### config.mk
export PLATFORM = sky130hd
export DESIGN_NAME = newton_cubic_root_iterator_core
export DESIGN_NICKNAME = d
export VERILOG_FILES = /design/src/hw/rtl/ncri_pkg.sv /design/src/hw/rtl/ncri_mul.sv /design/src/hw/rtl/ncri_div.sv /design/src/hw/rtl/newton_cubic_root_iterator_core.sv
export VERILOG_INCLUDE_DIRS = /design/src /design/src/hw/rtl
export SDC_FILE = /design/constraint.sdc
export NUM_CORES = 2
export LEC_CHECK = 0
export BUFFER_PORTS_ARGS = -buffer_cell sky130_fd_sc_hd__buf_2
export CAP_MARGIN = 20
export CORE_MARGIN = 2
export CORE_UTILIZATION = 65
export DETAILED_ROUTE_END_ITERATION = 12
export PLACE_DENSITY = 0.86
export SYNTH_ARGS = -nofsm -noshare
export SYNTH_HDL_FRONTEND = slang
export SYNTH_SLANG_ARGS = --single-unit
export TNS_END_PERCENT = 100
### constraint.sdc
create_clock -name i_clk -period 21.8 [get_ports i_clk]
set_input_delay 2.18 -clock i_clk [delete_from_list [all_inputs] [get_ports i_clk]]
set_output_delay 2.18 -clock i_clk [all_outputs]
set_load 0.005 [all_outputs]
### src/hw/rtl/assert_macros.svh
// Assertion macros shared by the RTL files.
`ifndef ASSERT_MACROS_SVH
`define ASSERT_MACROS_SVH
// Implication checked on every rising clock edge outside reset.
`define ASSERT_IMPL(label, clk, rst_n, ante, cons, msg) \
    label: assert property (@(posedge clk) disable iff (!rst_n) (ante) |-> (cons)) \
        else $error(msg);
// Next-cycle implication.
`define ASSERT_NEXT(label, clk, rst_n, ante, cons, msg) \
    label: assert property (@(posedge clk) disable iff (!rst_n) (ante) |=> (cons)) \
        else $error(msg);
`endif

### src/hw/rtl/ncri_pkg.sv
// Package with shared constants and types of the cubic Newton iterator.
package ncri_pkg;
    localparam int MaxSteps = 64;
    localparam int FracBits = 16;
    localparam int W = 32;
    localparam logic [1:0] ST_OK = 2'd0;
    localparam logic [1:0] ST_ZERO_DERIV = 2'd1;
    localparam logic [1:0] ST_SAT = 2'd2;
    localparam logic [1:0] REG_CUBIC = 2'd0;
    localparam logic [1:0] REG_SQUARE = 2'd1;
    localparam logic [1:0] REG_LINEAR = 2'd2;
    localparam logic [1:0] REG_CONST = 2'd3;

    typedef struct packed {
        logic start;
        logic done;
    } t_hs;
endpackage

### src/hw/rtl/ncri_mul.sv
// Bit-serial signed multiplier with rounding shift and 32-bit saturation.
module ncri_mul #(
    parameter int FRAC_BITS = 16
) (
    input  logic                  i_clk,
    input  logic                  i_rst_n,
    input  ncri_pkg::t_hs         i_go,
    input  logic signed [31:0]    i_a,
    input  logic signed [31:0]    i_b,
    output ncri_pkg::t_hs         o_hs,
    output logic signed [31:0]    o_p,
    output logic                  o_sat
);
    import ncri_pkg::*;
    // Shift-add over the 32 bits of |b|; one adder of 64 bits per cycle.
    logic [63:0] r_acc, n_acc;
    logic [63:0] r_mc;
    logic [31:0] r_mp;
    logic [5:0]  r_cnt;
    logic        r_busy, r_neg, r_done;
    logic signed [65:0] s_prod, s_w, s_q;

    always_ff @(posedge i_clk) begin
        if (!i_rst_n) begin
            r_busy <= 1'b0;
            r_done <= 1'b0;
        end else begin
            r_done <= 1'b0;
            if (i_go.start) begin
                r_busy <= 1'b1;
                r_cnt  <= '0;
                r_acc  <= '0;
                r_mc   <= {32'd0, i_a[31] ? 32'(-i_a) : 32'(i_a)};
                r_mp   <= i_b[31] ? 32'(-i_b) : 32'(i_b);
                r_neg  <= i_a[31] ^ i_b[31];
            end else if (r_busy) begin
                r_acc <= n_acc;
                r_mc  <= r_mc << 1;
                r_mp  <= r_mp >> 1;
                r_cnt <= r_cnt + 6'd1;
                if (r_cnt == 6'd31) begin
                    r_busy <= 1'b0;
                    r_done <= 1'b1;
                end
            end
        end
    end
    assign n_acc = r_mp[0] ? r_acc + r_mc : r_acc;

    always_comb begin
        s_prod = r_neg ? -$signed({2'b00, r_acc}) : $signed({2'b00, r_acc});
        s_w    = s_prod + 66'sd2 ** (FRAC_BITS - 1);
        s_q    = s_w >>> FRAC_BITS;
        o_sat  = 1'b0;
        if (s_q > 66'sd2147483647) begin
            o_p = 32'h7fffffff; o_sat = 1'b1;
        end else if (s_q < -66'sd2147483648) begin
            o_p = 32'h80000000; o_sat = 1'b1;
        end else begin
            o_p = s_q[31:0];
        end
    end
    assign o_hs.start = r_busy;
    assign o_hs.done  = r_done;

    `include "assert_macros.svh"
    `ASSERT_NEXT(a_mul_busy, i_clk, i_rst_n, i_go.start, r_busy, "multiplier did not start")
    `ASSERT_IMPL(a_mul_excl, i_clk, i_rst_n, r_done, !r_busy, "done while busy")
endmodule

### src/hw/rtl/ncri_div.sv
// Restoring bit-serial divider: (n * 2^FRAC_BITS) / d, truncated, saturated.
module ncri_div #(
    parameter int FRAC_BITS = 16
) (
    input  logic                  i_clk,
    input  logic                  i_rst_n,
    input  ncri_pkg::t_hs         i_go,
    input  logic signed [31:0]    i_n,
    input  logic signed [31:0]    i_d,
    output ncri_pkg::t_hs         o_hs,
    output logic signed [31:0]    o_q,
    output logic                  o_sat
);
    import ncri_pkg::*;
    localparam int NW = 32 + FRAC_BITS;
    logic [NW-1:0] r_num, r_quo;
    logic [32:0]   r_rem;
    logic [31:0]   r_den;
    logic [6:0]    r_cnt;
    logic          r_busy, r_done, r_neg;
    logic [33:0]   s_trial;
    logic [NW:0]   s_sq;

    assign s_trial = {r_rem, r_num[NW-1]} - {2'b00, r_den};
    always_ff @(posedge i_clk) begin
        if (!i_rst_n) begin
            r_busy <= 1'b0;
            r_done <= 1'b0;
        end else begin
            r_done <= 1'b0;
            if (i_go.start) begin
                r_busy <= 1'b1;
                r_cnt  <= '0;
                r_rem  <= '0;
                r_quo  <= '0;
                r_num  <= {(i_n[31] ? 32'(-i_n) : 32'(i_n)), {FRAC_BITS{1'b0}}};
                r_den  <= i_d[31] ? 32'(-i_d) : 32'(i_d);
                r_neg  <= i_n[31] ^ i_d[31];
            end else if (r_busy) begin
                r_num <= r_num << 1;
                if (!s_trial[33]) begin
                    r_rem <= s_trial[32:0];
                    r_quo <= {r_quo[NW-2:0], 1'b1};
                end else begin
                    r_rem <= {r_rem[31:0], r_num[NW-1]};
                    r_quo <= {r_quo[NW-2:0], 1'b0};
                end
                r_cnt <= r_cnt + 7'd1;
                if (r_cnt == 7'(NW - 1)) begin
                    r_busy <= 1'b0;
                    r_done <= 1'b1;
                end
            end
        end
    end
    always_comb begin
        s_sq  = r_neg ? (NW+1)'(-{1'b0, r_quo}) : {1'b0, r_quo};
        o_sat = 1'b0;
        o_q   = s_sq[31:0];
        if (!r_neg && r_quo > NW'(32'h7fffffff)) begin
            o_q = 32'h7fffffff; o_sat = 1'b1;
        end else if (r_neg && r_quo > NW'(33'h80000000)) begin
            o_q = 32'h80000000; o_sat = 1'b1;
        end
    end
    assign o_hs.start = r_busy;
    assign o_hs.done  = r_done;

    `include "assert_macros.svh"
    `ASSERT_NEXT(a_div_busy, i_clk, i_rst_n, i_go.start, r_busy, "divider did not start")
endmodule

### src/hw/rtl/newton_cubic_root_iterator_core.sv
// Top level of the cubic Newton iterator: sequencer, registers, output stage.
// Each Newton step takes five serial multiplies (each an issue, a pass
// through the shift-add unit and an accumulate), one serial division, and a
// check and an update, plus output stalls; the first step adds three
// multiplies for the start residual. A step that meets a zero derivative
// stops before the division. The shared shift-add multiplier sets most of
// the run time. One item is worked at a time.
module newton_cubic_root_iterator_core #(
    parameter int MAX_STEPS = ncri_pkg::MaxSteps,
    parameter int FRAC_BITS = ncri_pkg::FracBits
) (
    input  logic               i_clk,
    input  logic               i_rst_n,
    input  logic               i_valid,
    output logic               o_stall,
    input  logic signed [31:0] i_start_point,
    input  logic [6:0]         i_iteration_count,
    output logic               o_valid,
    input  logic               i_stall,
    output logic signed [31:0] o_estimate,
    output logic signed [31:0] o_residual,
    output logic [5:0]         o_step_index,
    output logic               o_last_result,
    output logic [1:0]         o_status,
    input  logic               i_cfg_we,
    input  logic [1:0]         i_cfg_index,
    input  logic [31:0]        i_cfg_data
);
    import ncri_pkg::*;
    localparam int LIM = (MAX_STEPS < 64) ? MAX_STEPS : 64;

    typedef enum logic [9:0] {
        S_IDLE  = 10'b0000000001,
        S_MUL   = 10'b0000000010,
        S_MWAIT = 10'b0000000100,
        S_ADD   = 10'b0000001000,
        S_CHK   = 10'b0000010000,
        S_DIV   = 10'b0000100000,
        S_DWAIT = 10'b0001000000,
        S_SUB   = 10'b0010000000,
        S_EMIT  = 10'b0100000000,
        S_OUT   = 10'b1000000000
    } t_state;

    t_state r_state;
    logic signed [31:0] r_c3, r_c2, r_c1, r_c0;
    logic signed [31:0] r_x, r_px, r_d, r_t, r_ma, r_mb;
    logic [2:0]  r_op;    // micro-op index within the evaluation program
    logic        r_prog;  // 0: poly(x) -> px, 1: deriv(x) -> d
    logic        r_sat, r_first;
    logic [6:0]  r_n, r_k;
    t_hs s_mgo, s_mhs, s_dgo, s_dhs;
    logic signed [31:0] s_mp, s_dq;
    logic s_msat, s_dsat;
    logic signed [33:0] s_sum;
    logic signed [31:0] s_addend;
    logic [6:0] s_n;

    ncri_mul #(.FRAC_BITS(FRAC_BITS)) u_mul (
        .i_clk, .i_rst_n, .i_go(s_mgo), .i_a(r_ma), .i_b(r_mb),
        .o_hs(s_mhs), .o_p(s_mp), .o_sat(s_msat));
    ncri_div #(.FRAC_BITS(FRAC_BITS)) u_div (
        .i_clk, .i_rst_n, .i_go(s_dgo), .i_n(r_px), .i_d(r_d),
        .o_hs(s_dhs), .o_q(s_dq), .o_sat(s_dsat));

    assign s_mgo = '{start: (r_state == S_MUL), done: 1'b0};
    assign s_dgo = '{start: (r_state == S_DIV), done: 1'b0};
    assign o_stall = (r_state != S_IDLE);
    assign o_valid = (r_state == S_OUT);

    always_comb begin
        s_n = (i_iteration_count == 7'd0) ? 7'd1 : i_iteration_count;
        if (s_n > 7'(LIM)) s_n = 7'(LIM);
        // Poly adds c2, c1, c0; deriv adds 2*c2, then c1.
        if (r_prog) s_addend = (r_op == 3'd0) ? 32'(r_c2 <<< 1) : r_c1;
        else unique case (r_op)
            3'd0: s_addend = r_c2;
            3'd1: s_addend = r_c1;
            default: s_addend = r_c0;
        endcase
        if (r_prog && r_op == 3'd0)
            s_sum = 34'(r_t) + {{2{r_c2[31]}}, r_c2} + {{2{r_c2[31]}}, r_c2};
        else
            s_sum = 34'(r_t) + 34'(s_addend);
    end

    // Saturation helper for the 34-bit sums.
    function automatic logic signed [31:0] sat34(input logic signed [33:0] v,
                                                 output logic s);
        s = 1'b1;
        if (v > 34'sd2147483647) return 32'h7fffffff;
        if (v < -34'sd2147483648) return 32'h80000000;
        s = 1'b0;
        return v[31:0];
    endfunction

    logic signed [33:0] s_c3x3, s_xq;
    logic signed [31:0] s_sat_sum, s_sat_c3, s_sat_x;
    logic s_f1, s_f2, s_f3;
    always_comb begin
        s_c3x3    = 34'(r_c3) + 34'(r_c3) + 34'(r_c3);
        s_xq      = 34'(r_x) - 34'(s_dq);
        s_sat_sum = sat34(s_sum, s_f1);
        s_sat_c3  = sat34(s_c3x3, s_f2);
        s_sat_x   = sat34(s_xq, s_f3);
    end

    always_ff @(posedge i_clk) begin
        if (!i_rst_n) begin
            r_state <= S_IDLE;
            r_c3 <= 32'sd65536; r_c2 <= '0; r_c1 <= '0; r_c0 <= -32'sd1310720;
        end else begin
            if (i_cfg_we) begin
                unique case (i_cfg_index)
                    REG_CUBIC:  r_c3 <= i_cfg_data;
                    REG_SQUARE: r_c2 <= i_cfg_data;
                    REG_LINEAR: r_c1 <= i_cfg_data;
                    REG_CONST:  r_c0 <= i_cfg_data;
                endcase
            end
            unique case (r_state)
                S_IDLE: if (i_valid) begin
                    r_x <= i_start_point; r_n <= s_n; r_k <= '0;
                    r_sat <= 1'b0; r_first <= 1'b1;
                    r_prog <= 1'b0; r_op <= '0;
                    r_ma <= r_c3; r_mb <= i_start_point;
                    r_state <= S_MUL;
                end
                S_MUL: r_state <= S_MWAIT;
                S_MWAIT: if (s_mhs.done) begin
                    r_t <= s_mp; r_sat <= r_sat | s_msat;
                    r_state <= S_ADD;
                end
                S_ADD: begin
                    if (!r_prog && r_op == 3'd2) begin
                        r_px <= s_sat_sum;
                        if (r_first) begin
                            r_first <= 1'b0;
                            r_prog <= 1'b1; r_op <= '0;
                            r_ma <= s_sat_c3; r_mb <= r_x;
                            r_sat <= r_sat | s_f1 | s_f2;
                            r_state <= S_MUL;
                        end else begin
                            r_sat <= r_sat | s_f1;
                            r_state <= S_EMIT;
                        end
                    end else if (r_prog && r_op == 3'd1) begin
                        r_d <= s_sat_sum;
                        r_sat <= r_sat | s_f1;
                        r_state <= S_CHK;
                    end else begin
                        r_op <= r_op + 3'd1;
                        r_ma <= s_sat_sum; r_mb <= r_x;
                        r_sat <= r_sat | s_f1;
                        r_state <= S_MUL;
                    end
                end
                S_CHK: r_state <= (r_d == 32'sd0) ? S_OUT : S_DIV;
                S_DIV: r_state <= S_DWAIT;
                S_DWAIT: if (s_dhs.done) begin
                    r_t <= s_dq; r_sat <= r_sat | s_dsat;
                    r_state <= S_SUB;
                end
                S_SUB: begin
                    r_x <= s_sat_x; r_sat <= r_sat | s_f3;
                    r_prog <= 1'b0; r_op <= '0;
                    r_ma <= r_c3; r_mb <= s_sat_x;
                    r_state <= S_MUL;
                end
                S_EMIT: r_state <= S_OUT;
                S_OUT: if (!i_stall) begin
                    if (o_last_result) r_state <= S_IDLE;
                    else begin
                        r_k <= r_k + 7'd1;
                        r_prog <= 1'b1; r_op <= '0;
                        r_ma <= s_sat_c3; r_mb <= r_x;
                        r_sat <= r_sat | s_f2;
                        r_state <= S_MUL;
                    end
                end
                default: r_state <= S_IDLE;
            endcase
        end
    end

    // In S_OUT a zero derivative is recognized by r_d, since a finished
    // division step always leaves a nonzero divisor there.
    logic s_zd;
    assign s_zd = (r_d == 32'sd0);
    assign o_estimate    = r_x;
    assign o_residual    = r_px;
    assign o_step_index  = r_k[5:0];
    assign o_last_result = s_zd || (r_k + 7'd1 == r_n);
    assign o_status      = s_zd ? ST_ZERO_DERIV : (r_sat ? ST_SAT : ST_OK);

    `include "assert_macros.svh"
    `ASSERT_IMPL(a_no_out_idle, i_clk, i_rst_n, o_valid, !(r_state == S_IDLE), "valid in idle")
    `ASSERT_NEXT(a_hold, i_clk, i_rst_n, o_valid && i_stall, o_valid && $stable(o_estimate),
                 "stalled beat changed")
    `ASSERT_IMPL(a_step_range, i_clk, i_rst_n, o_valid, r_k < r_n, "step index past count")
endmodule

==> flow_summary.rst <==
.. list-table::
   :header-rows: 1

   * - Metric
     - Value
   * - Number of buffer cells added on primary ports
     - 152
   * - Asr flop ratio synth
     - 0
   * - Worst slew pin tran
     - 1120 ps
   * - Vias in the first global route
     - 36.5k
   * - Hpwl dp
     - 97.8 mm
   * - Reg-to-Reg Start
     - u_div.r_quo[0]
   * - Unrepaired setup endpoints after global routing
     - false
   * - Tightest Hold Check Type
     - reg2reg
   * - Initial antenna violation count
     - 2
   * - Remaining global-route overflow
     - 0
   * - Final clock period utilization by the worst path
     - 0.379
   * - Setup slack, reg-to-reg
     - 13540 ps
   * - Total clock sinks
     - 674
   * - CTS resizes
     - 0
   * - Post-route clock skew
     - 19.1 ps
   * - Adder and majority gate portion of the synthesized area
     - 0.0696
   * - Sum of negative setup slack
     - 0 ps
   * - Start point of the critical path
     - u_div.r_quo[0]
   * - CTS root buffer
     - sky130_fd_sc_hd__clkbuf_16
   * - 1st-iter DRT viols
     - 5338
   * - Starting density of the core
     - 0.655
   * - Ports placed on the boundary
     - 153
   * - Most used flip-flop cell after synthesis
     - sky130_fd_sc_hd__edfxtp_1
   * - Sequential cell area fraction in the yosys report
     - 0.412
   * - Type of destination of the critical path
     - register
   * - Largest voltage drop on the vdd net
     - 0.0000852 V
   * - Post-layout power
     - 3.50 mW
   * - Launch instance of the worst min-delay path
     - u_mul.r_busy
   * - Highest attainable clock frequency
     - 121 MHz
   * - Data required, critical path
     - 22190 ps
   * - Sort of element at the start of the critical path
     - register
   * - Syn Nets
     - 5333
   * - Aggregate routed wire length
     - 134 mm
   * - Number of register bits inferred by synthesis
     - 674
   * - Hold Fails Final Rpt
     - 0
   * - H-Tree Level Count
     - 3
   * - Leakage power
     - 19.2 nW
   * - Maximum number of pins on one net before global-route repair
     - 129
   * - Final-layout worst hold slack
     - 452 ps
   * - Worst slew margin relative to its limit
     - 0.248
   * - Cell area after synthesis
     - 0.0457 mm^2
   * - Rows
     - 97
   * - CTS Buf Count
     - 73
   * - Total of max-cap violations
     - 0
   * - Setup Buffers After CTS
     - 0
   * - Synthesized instance count
     - 5013
   * - Die X
     - 269 um
   * - Share of layout cells above drive strength 1
     - 0.0838
   * - Number of detailed-routing iterations run before antenna repair
     - 6
   * - Area growth syn-to-layout
     - 8.56%
   * - Global-route wire length before repair
     - 205 mm
   * - Min Clock Period, post-route
     - 8260 ps
   * - Core Box Area
     - 0.0698 mm^2
   * - Result of the run
     - finished, final reports clean
   * - Setup Viol. Count Final
     - 0
   * - Synthesized area per cell
     - 9.12 um^2
   * - Clock transition at the registers of the reported paths
     - 60 ps
   * - Routed len/inst
     - 22.1 um
   * - Xor/xnor share of the synthesized area
     - 0.0751
   * - Final std cell area, no fill
     - 0.0496 mm^2
   * - Power per Cell Area
     - 70.4 mW/mm^2
   * - Die Area
     - 0.0725 mm^2
   * - Arrival @ worst endpoint
     - 8650 ps
   * - Largest fanout on the critical path
     - 24
   * - Worst skew pair latency
     - 650 ps
   * - Buffer levels on the longest clock path
     - 3
   * - Count of hold-fix buffers inserted at cts
     - 0
   * - Number of nets in the layout
     - 5356
   * - Portion of netlist area occupied by mux cells
     - 0.0108
   * - Pre-CTS setup slack
     - 13710 ps
   * - All-layer global routing usage
     - 0.355
   * - Area fraction in compound gates after synthesis
     - 0.205
   * - Slack of the critical path
     - 13540 ps
   * - Largest family of logic cells by synthesized area
     - compound AO/OA/AOI/OAI gates
   * - Via density per instance
     - 6.61
   * - Number of DRC violations after detailed routing
     - 0
   * - ANT nets after route
     - 0
   * - Placement Cell Area
     - 0.0470 mm^2
   * - TritonCTS clock tree
     - yes
   * - Last weighted congestion value of the routability-driven placer
     - 1.04
   * - Number of synthesized flops with an enable pin
     - 532
   * - Via count
     - 39.9k
   * - Die Span Y
     - 269 um
   * - Count of yosys warnings during synthesis
     - 0
   * - Library cells used by synthesis
     - 99
   * - Basic-gate share of the synthesized area counting and, or, nand and nor cells
     - 0.194
   * - Category of the most critical setup path
     - reg2reg
   * - Final max-slew violation count
     - 0
[cells in the final DEF (no fill, tap or decap), types with 75 or more instances in the layout]
| cell | netlist | layout |
|---|---|---|
| sky130_fd_sc_hd__a21boi_0 | 126 | 123 |
| sky130_fd_sc_hd__a21o_1 | 119 | 119 |
| sky130_fd_sc_hd__a21oi_1 | 246 | 244 |
| sky130_fd_sc_hd__buf_2 | 11 | 151 |
| sky130_fd_sc_hd__dfxtp_1 | 142 | 142 |
| sky130_fd_sc_hd__edfxtp_1 | 532 | 532 |
| sky130_fd_sc_hd__ha_1 | 236 | 236 |
| sky130_fd_sc_hd__inv_1 | 116 | 115 |
| sky130_fd_sc_hd__nand2_1 | 771 | 771 |
| sky130_fd_sc_hd__nand3_1 | 90 | 90 |
| sky130_fd_sc_hd__nor2_1 | 346 | 339 |
| sky130_fd_sc_hd__nor2b_1 | 89 | 87 |
| sky130_fd_sc_hd__nor3_1 | 93 | 92 |
| sky130_fd_sc_hd__o21ai_0 | 345 | 345 |
| sky130_fd_sc_hd__o31ai_1 | 75 | 75 |
| sky130_fd_sc_hd__xnor2_1 | 205 | 204 |
| sky130_fd_sc_hd__xor2_1 | 187 | 187 |
[where the power goes]
part	switching [mW]	internal (mW)	total [mW]
combinational	0.437	0.219	0.657
clock	0.547	0.747	1.29
sequential	0.0641	1.48	1.55
[state kept, by name (all words and copies together), names as in the netlist, 33 cells and up]
| name | flops |
|---|---|
| u_div.r_quo | 48 |
| u_div.r_rem | 33 |
| u_mul.r_acc | 64 |
| u_mul.r_mc | 64 |
[routing by layer]
metal | track usage | vias to the layer above | part of all wire
met5 | 0 | - | 0.000090
met4 | 0.121 | 2 | 0.036
met3 | 0.0748 | 307 | 0.11
met2 | 0.550 | 2147 | 0.45
met1 | 0.497 | 18900 | 0.40
li1 | - | 18500 | -
[per-stage QoR]
step,utilization,std cells
floorplan,-,5013
global placement,0.674,5895
detailed placement,0.674,5895
CTS,0.709,6029
global route,0.711,6036
finish,0.711,6036
[cell usage after synthesis (11+ instances only)]
library cell / n / area (um^2)
sky130_fd_sc_hd__a21boi_0: 126 / 946
sky130_fd_sc_hd__a22oi_2: 25 / 313
sky130_fd_sc_hd__buf_1: 15 / 56.3
sky130_fd_sc_hd__a21oi_1: 246 / 1230
sky130_fd_sc_hd__nor3b_1: 14 / 105
sky130_fd_sc_hd__xor2_1: 187 / 1640
sky130_fd_sc_hd__a21o_1: 119 / 893
sky130_fd_sc_hd__inv_1: 116 / 435
sky130_fd_sc_hd__nor2_1: 346 / 1300
sky130_fd_sc_hd__or4_1: 27 / 203
sky130_fd_sc_hd__mux2i_1: 45 / 450
sky130_fd_sc_hd__nand3_1: 90 / 450
sky130_fd_sc_hd__a211oi_1: 65 / 488
sky130_fd_sc_hd__a221oi_1: 36 / 315
sky130_fd_sc_hd__xnor2_1: 205 / 1800
sky130_fd_sc_hd__o41ai_1: 30 / 263
sky130_fd_sc_hd__buf_4: 11 / 82.6
sky130_fd_sc_hd__edfxtp_1: 532 / 16000
sky130_fd_sc_hd__dfxtp_1: 142 / 2840
sky130_fd_sc_hd__nand2_1: 771 / 2890
sky130_fd_sc_hd__nor4_1: 47 / 294
sky130_fd_sc_hd__and3_1: 48 / 300
sky130_fd_sc_hd__o22ai_1: 22 / 138
sky130_fd_sc_hd__or3_1: 71 / 444
sky130_fd_sc_hd__or2_2: 23 / 144
sky130_fd_sc_hd__o21ai_0: 345 / 1730
sky130_fd_sc_hd__nand4_1: 33 / 206
sky130_fd_sc_hd__o211ai_1: 41 / 308
sky130_fd_sc_hd__clkbuf_1: 213 / 800
sky130_fd_sc_hd__o21ai_1: 35 / 175
sky130_fd_sc_hd__nor2b_1: 89 / 557
sky130_fd_sc_hd__o31ai_1: 75 / 563
sky130_fd_sc_hd__maj3_1: 11 / 110
sky130_fd_sc_hd__a22oi_1: 11 / 82.6
sky130_fd_sc_hd__o31a_1: 13 / 114
sky130_fd_sc_hd__buf_2: 11 / 55.1
sky130_fd_sc_hd__and2_1: 63 / 394
sky130_fd_sc_hd__and4_1: 11 / 96.3
sky130_fd_sc_hd__a211o_1: 18 / 158
sky130_fd_sc_hd__nand2b_1: 68 / 425
sky130_fd_sc_hd__o21bai_1: 34 / 255
sky130_fd_sc_hd__nor3_1: 93 / 465
sky130_fd_sc_hd__ha_1: 236 / 2950
sky130_fd_sc_hd__a31oi_1: 56 / 350
sky130_fd_sc_hd__o21a_1: 44 / 330
[kinds of logic (layout without fill, tap and decap cells)]
logic type | after synthesis | count (layout)
AOI/OAI and AO/OA | 1415 | 1415
muxes | 49 | 49
other | 0 | 1
buffers and inverters | 375 | 457
adders and majority gates | 253 | 253
DFF | 674 | 674
and+or+nand+nor | 1855 | 1855
xor gates and xnor gates | 392 | 392
[path summary, 6_finish.rpt]
check | to | cells past startpoint
setup / recovery | r_mb[13] | 26
hold / removal | u_mul.r_done | 2
setup reg to reg | r_mb[13] | 26
hold reg to reg | u_mul.r_done | 2
[layout make-up]
cell class,instances,area [um^2]
antenna,1,2.50
clock buffer,106,2090
clock inverter,28,383
fill,5179,20100
inverter,118,445
multi-input combinational,3964,25500
sequential,674,18800
tap,940,1180
timing repair buffer,205,1240
[critical path, cell delays in order, from the launching register on]
cell and delay (ps):
sky130_fd_sc_hd__edfxtp_1 440, sky130_fd_sc_hd__inv_1 100, sky130_fd_sc_hd__ha_1 200, sky130_fd_sc_hd__nand3_1 130, sky130_fd_sc_hd__nor3_1 450, sky130_fd_sc_hd__nand4_1 370
sky130_fd_sc_hd__or4b_2 780, sky130_fd_sc_hd__o41ai_1 270, sky130_fd_sc_hd__nand2b_1 130, sky130_fd_sc_hd__inv_1 120, sky130_fd_sc_hd__nand2_1 530, sky130_fd_sc_hd__o31ai_1 430
sky130_fd_sc_hd__a21oi_1 120, sky130_fd_sc_hd__ha_1 270, sky130_fd_sc_hd__or4_1 470, sky130_fd_sc_hd__o21ai_0 80, sky130_fd_sc_hd__a21o_1 170, sky130_fd_sc_hd__o31ai_1 130
sky130_fd_sc_hd__o311a_1 360, sky130_fd_sc_hd__o211ai_1 230, sky130_fd_sc_hd__a21oi_1 140, sky130_fd_sc_hd__or4b_1 510, sky130_fd_sc_hd__o211ai_1 110, sky130_fd_sc_hd__buf_4 250
sky130_fd_sc_hd__or3_1 580, sky130_fd_sc_hd__o21ai_0 270, sky130_fd_sc_hd__a211o_1 330
Power figures use the tool's default switching activity.
